[config.mk]
export PLATFORM = sky130hd
export DESIGN_NAME = gcd_ram
export DESIGN_NICKNAME = d
export VERILOG_FILES = /design/src/rtl/gcd_ram.sv
export SDC_FILE = /design/constraint.sdc
export NUM_CORES = 1
export LEC_CHECK = 0
export ABC_CLOCK_PERIOD_IN_PS = 1700
export BUFFER_PORTS_ARGS = -buffer_cell sky130_fd_sc_hd__buf_2
export CAP_MARGIN = 20
export CORE_AREA = 2 2 137 139
export DETAILED_ROUTE_END_ITERATION = 10
export DIE_AREA = 0 0 139 141
export HOLD_SLACK_MARGIN = 0.03
export PLACE_DENSITY = 0.54
export SETUP_SLACK_MARGIN = 0.5
export SKIP_LAST_GASP = 1
export SLEW_MARGIN = 5
export SYNTH_ARGS = -nofsm -noshare
export SYNTH_HDL_FRONTEND = slang
export SYNTH_SLANG_ARGS = --single-unit
[constraint.sdc]
create_clock -name i_clk -period 1.7 [get_ports i_clk]
set_clock_uncertainty 0.2 [all_clocks]
set_input_delay 0.085 -clock i_clk [delete_from_list [all_inputs] [get_ports i_clk]]
set_output_delay 0.085 -clock i_clk [all_outputs]
set_load 0.05 [all_outputs]
[src/rtl/gcd_ram.sv]
// Generic simple dual-port RAM: one write port, one read port, registered read.
// No dependencies.
`default_nettype none
module gcd_ram #(
    parameter int unsigned WIDTH = 8,
    parameter int unsigned DEPTH = 16
) (
    input  wire logic                     i_clk,
    input  wire logic                     i_we,
    input  wire logic [$clog2(DEPTH)-1:0] i_waddr,
    input  wire logic [WIDTH-1:0]         i_wdata,
    input  wire logic [$clog2(DEPTH)-1:0] i_raddr,
    output logic      [WIDTH-1:0]         o_rdata
);

    logic [WIDTH-1:0] r_mem [DEPTH];

    always_ff @(posedge i_clk) begin
        if (i_we) begin
            r_mem[i_waddr] <= i_wdata;
        end
        o_rdata <= r_mem[i_raddr];
    end

endmodule
`default_nettype wire

== After elaboration in Yosys (flattened, before gate mapping) ==
Memories as Yosys holds them, arrays and structs flattened. A register that Yosys moved wholly into a read port is not among the register bits.
Cells that the tools add are included.

* Muxes and demuxes: 2

{| class="wikitable"
|+ Operators by type and width
! kind !! number
|-
| $mux W1 || 2
|}

* Flip-flop bits (word level): 0
* Bits in writable memories: 128
* Input port bits: 18
* Output and inout port bits: 8
* Word-level logic and storage cells: 3
* Memories: 1

{| class="wikitable"
|+ Memory list
! name !! words !! bits a word !! read ports !! clocked after Yosys merged registers in !! wr ports !! RTL line !! text
|-
| r_mem || 16 || 8 || 1 || 1 || 1 || 16 || <nowiki>logic [WIDTH-1:0] r_mem [DEPTH];</nowiki>
|}

== Depth between registers and ports, before layout ==
Gate-level depths: netlist (run 1).

* Depth after elaboration: 2
* Mapped depth: 5
* Gate-level depth less buffers: 3

== Worst setup path before layout (run 1) ==
No wires, ideal clock.

* Path type: input to register
* Start: in i_waddr[2]
* End: mem r_mem[0][0], enable pin
* Setup time: 0.383 ns
* Arrival: 1.195 ns
* Data required time: 1.117 ns
* Setup slack: -0.078 ns
* Cell stages on the path: 2
* Path through: or3b_2 -> nor3_1

{| class="wikitable"
|+ RTL lines
! item !! RTL line !! text
|-
| from (decl) || 10 || <nowiki>input wire logic [$clog2(DEPTH)-1:0] i_waddr,</nowiki>
|-
| to (decl) || 16 ||
|}

No word-level cell before the write port.

==> impl_metrics.json, run 1 <==
{
  "arrival_ps": 1530,
  "die_width_um": 139,
  "whs_ps": 76.0,
  "synthFlopType": "edfxtp_1",
  "hold_violations": 0,
  "drt-pass1-iter-count": 4,
  "antenna_found_initial": 0,
  "slew_violations": 0,
  "grt_first_pass_wirelength_um": 16000,
  "avgSynthCellArea_um2": 22.5,
  "rsz0062_at_grt": "true",
  "worst_slack_ps": 253,
  "drtIter0Drc": 223,
  "timing.hold.worst_path_depth": 3,
  "holdPathEnd": "r_mem[0][6]",
  "synth_top_area_share": 0.747,
  "power_w": 0.00780,
  "crit_path_max_fanout": 1,
  "synth_top_cells_by_count": "edfxtp_1 (128), mux4_2 (18), a22oi_1 (16)",
  "fin_area_um2": 6530,
  "fin_crit_ps": 1450,
  "ant_nets": 0,
  "die_h_um": 141,
  "area_growth_pct": 26.8,
  "cts_num_sinks": 136,
  "worstMarginPinSlew_ps": 1060,
  "worst_hold_path_type": "in2reg",
  "start_util": 0.282,
  "yosysMostFrequentCell": "edfxtp_1",
  "numCtsBuffers": 17,
  "netlist-cell-type-count": 19,
  "crit_buf_inv": 0,
  "r2r_start": "r_mem[3][4]",
  "grt_usage": 0.113,
  "critPathSlowestCell": "mux4_2",
  "dp_slack_ps": -26.5,
  "cts_tree": "built",
  "irDropWorstVdd_mv": 0.578,
  "grt_max_degree": 23,
  "fin_crit_sh": 0.851,
  "clkTransAtPathRegs_ps": 60,
  "reg2reg_depth": 3,
  "cp.required_ps": 1780,
  "synth_area_um2": 5150,
  "avgViaCountPerCell": 4.52,
  "num-fill-cells": 1702,
  "postSynth.asyncResetShare": 0,
  "worst_setup_path_start_kind": "flip-flop",
  "die-area_um2": 19600,
  "num_rows": 50,
  "end_kind": "flip-flop",
  "final_util": 0.357,
  "synth.largest_area_cell": "edfxtp_1",
  "vias": 2427,
  "cts_root_buf": "clkbuf_16",
  "io_buffers": 25,
  "synth_cells": 229,
  "drive_above_1_share": 0.439,
  "worstSetupPathType": "reg2reg",
  "grt_pass1_vias": 2523,
  "path_cells": "mux4_2 > a22oi_2 > nand2_1",
  "synth-edff-count": 128,
  "dpl_cell_area_um2": 5760,
  "core_area_um2": 18300,
  "yosysWarnings": 0,
  "wirelength_um": 10400,
  "dp_hpwl_um": 6740,
  "critPathTopFamily": "multiplexers",
  "reg2reg_to": "o_rdata[4]",
  "status": "finished clean",
  "htreeDepth": 4,
  "n_antenna_cell": 0,
  "yosys-top-cells-area": "edfxtp_1 (75%), mux4_2 (7.9%), mux4_1 (7.1%)",
  "max_freq_mhz": 691,
  "ff2ff_setup_slack_ps": 250,
  "ys_seq_elements": 136,
  "p_per_area_nw_per_um2": 1200,
  "leakage_nw": 2.12,
  "hp-start": "i_waddr[1]",
  "gp_congestion": 0.675,
  "insertion_delay_ps": 400,
  "ys_seq_area_frac": 0.778,
  "maxCapViolCount": 0,
  "synth.net_count": 247,
  "setup_viol": 0,
  "slew_headroom": 0.292,
  "slowest_delay_ps": 480,
  "nets": 309,
  "cts_max_path_buffers": 2,
  "drc_errors": 0,
  "io_pins": 26,
  "wl_per_cell_um": 19.3,
  "overflow": 0
}
## registers in the layout, indices dropped and copies added (netlist names)
name	count
r_mem	128
o_rdata	8
## placed cells by master (no fill, tap or decap), types with 6 or more instances in the layout
| cell | netlist | final |
|---|---|---|
| a22oi_1 | 16 | 6 |
| nor2_2 | 0 | 10 |
| nand2_1 | 9 | 9 |
| mux4_2 | 18 | 32 |
| a22oi_2 | 0 | 10 |
| edfxtp_1 | 128 | 128 |
| buf_12 | 0 | 9 |
| clkbuf_16 | 0 | 17 |
| buf_2 | 3 | 17 |
| dlygate4sd3_1 | 0 | 8 |
| buf_4 | 1 | 11 |
## worst min-delay path, stage by stage
cell	delay, ps
buf_2	220
nor3_4	60
buf_12	140
## logic make-up after synthesis
kind of cell / after synthesis / synth area share
mux: 32 / 0.150
flops: 136 / 0.778
buf+inv: 10 / 0.0168
simple gates: 35 / 0.0318
compound gates: 16 / 0.0233
## stage by stage
step,setup TNS (ps),instances
2_1_floorplan,0,229
4_1_cts,0,537
3_5_place_dp,-36.8,498
5_1_grt,0,537
6_report,0,537
3_3_place_gp,-11.9,498
## worst max-delay path by stage
stage	startpoint	to	cells past startpoint
after global placement	i_raddr[0]	o_rdata[4]	5
after floorplan	i_waddr[2]	r_mem[0][0]	2
final	r_mem[3][4]	o_rdata[4]	3
after detailed placement	i_raddr[0]	o_rdata[4]	5
after CTS	r_mem[3][4]	o_rdata[4]	3
after global routing	r_mem[3][4]	o_rdata[4]	3
## report_power, final
group	internal, W	switching (W)	leakage, nW
combinational	0.000224	0.000300	0.618
sequential	0.00375	0.0000311	1.22
clock	0.00226	0.00124	0.277
total	0.00624	0.00157	2.12
## timing repair
action	4_1_cts	5_1_grt
hold buffers	8	0
hold endpoints to repair	128	0
buffers inserted	0	0
gates cloned	0	0
endpoints found under the setup margin	16	16
resized for setup	26	8
pin swaps	5	2
## layout make-up
type | count | area, um2 | area share
clock buffers | 18 | 429 | 0.0658
clock inverters | 13 | 136 | 0.0209
multi-input cells | 83 | 1130 | 0.173
flip-flops and latches | 136 | 4010 | 0.614
well taps | 234 | 293 | 0.0449
repair buffers | 53 | 529 | 0.0811
## metal layers
layer,vias up,wire (um),global-route usage
met5,-,0,0
met4,0,108,0.0335
met3,10,341,0.0377
met2,44,4780,0.166
met1,1290,5140,0.160
li1,1083,-,-
No activity file was read; power rests on OpenSTA's default activity.
==> run 2, diff against run 1 <==
--- a/config.mk
+++ b/config.mk
@@ -8,9 +8,9 @@
 export ABC_CLOCK_PERIOD_IN_PS = 1700
 export BUFFER_PORTS_ARGS = -buffer_cell sky130_fd_sc_hd__buf_2
 export CAP_MARGIN = 20
-export CORE_AREA = 2 2 137 139
+export CORE_AREA = 2 2 144 132
 export DETAILED_ROUTE_END_ITERATION = 10
-export DIE_AREA = 0 0 139 141
+export DIE_AREA = 0 0 146 134
 export HOLD_SLACK_MARGIN = 0.03
 export PLACE_DENSITY = 0.54
 export SETUP_SLACK_MARGIN = 0.5
==> run 2 against run 1 <==
Net effect: die area down 0.18%; hold slack lost 8.5 ps; sequential cell count did not move; first-iteration DRC count is 3.6% lower; critical path depth is the same; utilization grew 0.74 points; critical path type unchanged; largest cell class unchanged; highest routed layer unchanged.
==> impl_metrics.json, run 2 (synthesis gave the netlist of run 1 again) <==
{
  "arrival_ps": 1610,
  "status": "finished clean",
  "antenna_found_initial": 0,
  "clkTransAtPathRegs_ps": 60,
  "whs_ps": 67.5,
  "nets": 319,
  "die_width_um": 146,
  "avgViaCountPerCell": 4.52,
  "n_antenna_cell": 0,
  "num-fill-cells": 1753,
  "path_cells": "mux4_2 > a22oi_2 > nand2_1",
  "grt_first_pass_wirelength_um": 17100,
  "final_common_cell": "edfxtp_1",
  "leakage_nw": 2.17,
  "grt_pass1_vias": 2746,
  "numCtsBuffers": 17,
  "crit_path_max_fanout": 1,
  "dp_hpwl_um": 7300,
  "ant_nets": 0,
  "critPathSlowestCell": "mux4_2",
  "drt-pass1-iter-count": 5,
  "worstSetupPathType": "reg2reg",
  "worstMarginPinSlew_ps": 871,
  "final.setup.tns_ps": 0,
  "max_freq_mhz": 657,
  "rsz0062_at_grt": "true",
  "largest_reg_flops": 128,
  "drc_errors": 0,
  "vias": 2525,
  "drive_above_1_share": 0.462,
  "htreeDepth": 4,
  "drtIter0Drc": 215,
  "largest_registers": "r_mem x128, o_rdata x8",
  "setup_viol": 0,
  "die_h_um": 134,
  "post_cts_buffers": 0,
  "final_util": 0.365,
  "core_area_um2": 18100,
  "final_cell_mix": "edfxtp_1 (128), mux4_2 (32), buf_4 (22)",
  "gp_congestion": 0.710,
  "hold_violations": 0,
  "insertion_delay_ps": 410,
  "start_util": 0.284,
  "regMostFlops": "r_mem",
  "io_buffers": 25,
  "worst_hold_path_type": "in2reg",
  "end_kind": "flip-flop",
  "fin_crit_ps": 1520,
  "worst_setup_path_start_kind": "flip-flop",
  "irDropWorstVdd_mv": 0.745,
  "overflow": 0,
  "cts_root_buf": "clkbuf_16",
  "p_per_area_nw_per_um2": 1190,
  "wl_per_cell_um": 20.1,
  "num_rows": 47,
  "io_pins": 26,
  "fin_crit_sh": 0.895,
  "cts_tree": "built",
  "cp.required_ps": 1790,
  "slew_headroom": 0.418,
  "slew_violations": 0,
  "cts_num_sinks": 136,
  "maxCapViolCount": 0,
  "grt_usage": 0.124,
  "grt_max_degree": 22,
  "cts_max_path_buffers": 2,
  "wirelength_um": 11200,
  "slowest_delay_ps": 510,
  "area_growth_pct": 28.3,
  "die-area_um2": 19600
}
==> run 2: cell type report <==
cell class	instances	area (um2)	area share
Multi-Input combinational cell	83	1120	0.169
Sequential cell	136	4020	0.608
Clock buffer	23	468	0.0708
Timing Repair Buffer	63	596	0.0902
Clock inverter	9	98.8	0.0150
Tap cell	245	307	0.0464
==> run 2: power by group <==
part	internal [W]	switching [W]
sequential	0.00375	0.0000313
clock	0.00222	0.00129
combinational	0.000235	0.000311
==> run 2: stage by stage <==
stage	instances	setup slack, ps	cell area (um2)	total power, W
2_1_floorplan	229	312	5200	0.00413
3_3_place_gp	519	-105	5840	0.00432
3_5_place_dp	519	-81.3	5840	0.00433
4_1_cts	559	185	6600	0.00791
5_1_grt	559	147	6610	0.00811
6_report	559	178	6610	0.00784
==> run 2: worst max-delay path, delay by kind of cell (launching register included) <==
kind | cells | cell delay (ps)
AND/OR/NAND/NOR | 1 | 100
multiplexers | 1 | 510
AO/OA/AOI/OAI | 1 | 220
flip-flops | 1 | 370
==> run 2: timing repair <==
item / in CTS / in global routing
hold endpoints to repair: 128 / 0
setup endpoints to repair: 16 / 16
resized for setup: 33 / 4
hold buffers: 8 / 0
==> run 2: final timing paths <==
kind | to | startpoint | depth (start not counted) | slack (ps)
worst max-delay path | o_rdata[6] | r_mem[7][6] | 3 | 180
worst min-delay path | r_mem[0][0] | i_waddr[1] | 3 | 70
worst max register to register | o_rdata[6] | r_mem[7][6] | 3 | 180
worst min register to register | o_rdata[3] | r_mem[15][3] | 3 | 470
==> run 2: metal layers <==
metal / global-route usage / vias up / share of wire
li1: - / 1105 / -
met1: 0.176 / 1341 / 0.49
met2: 0.182 / 67 / 0.45
met3: 0.0378 / 12 / 0.049
met4: 0.0437 / 0 / 0.011
met5: 0 / - / 0
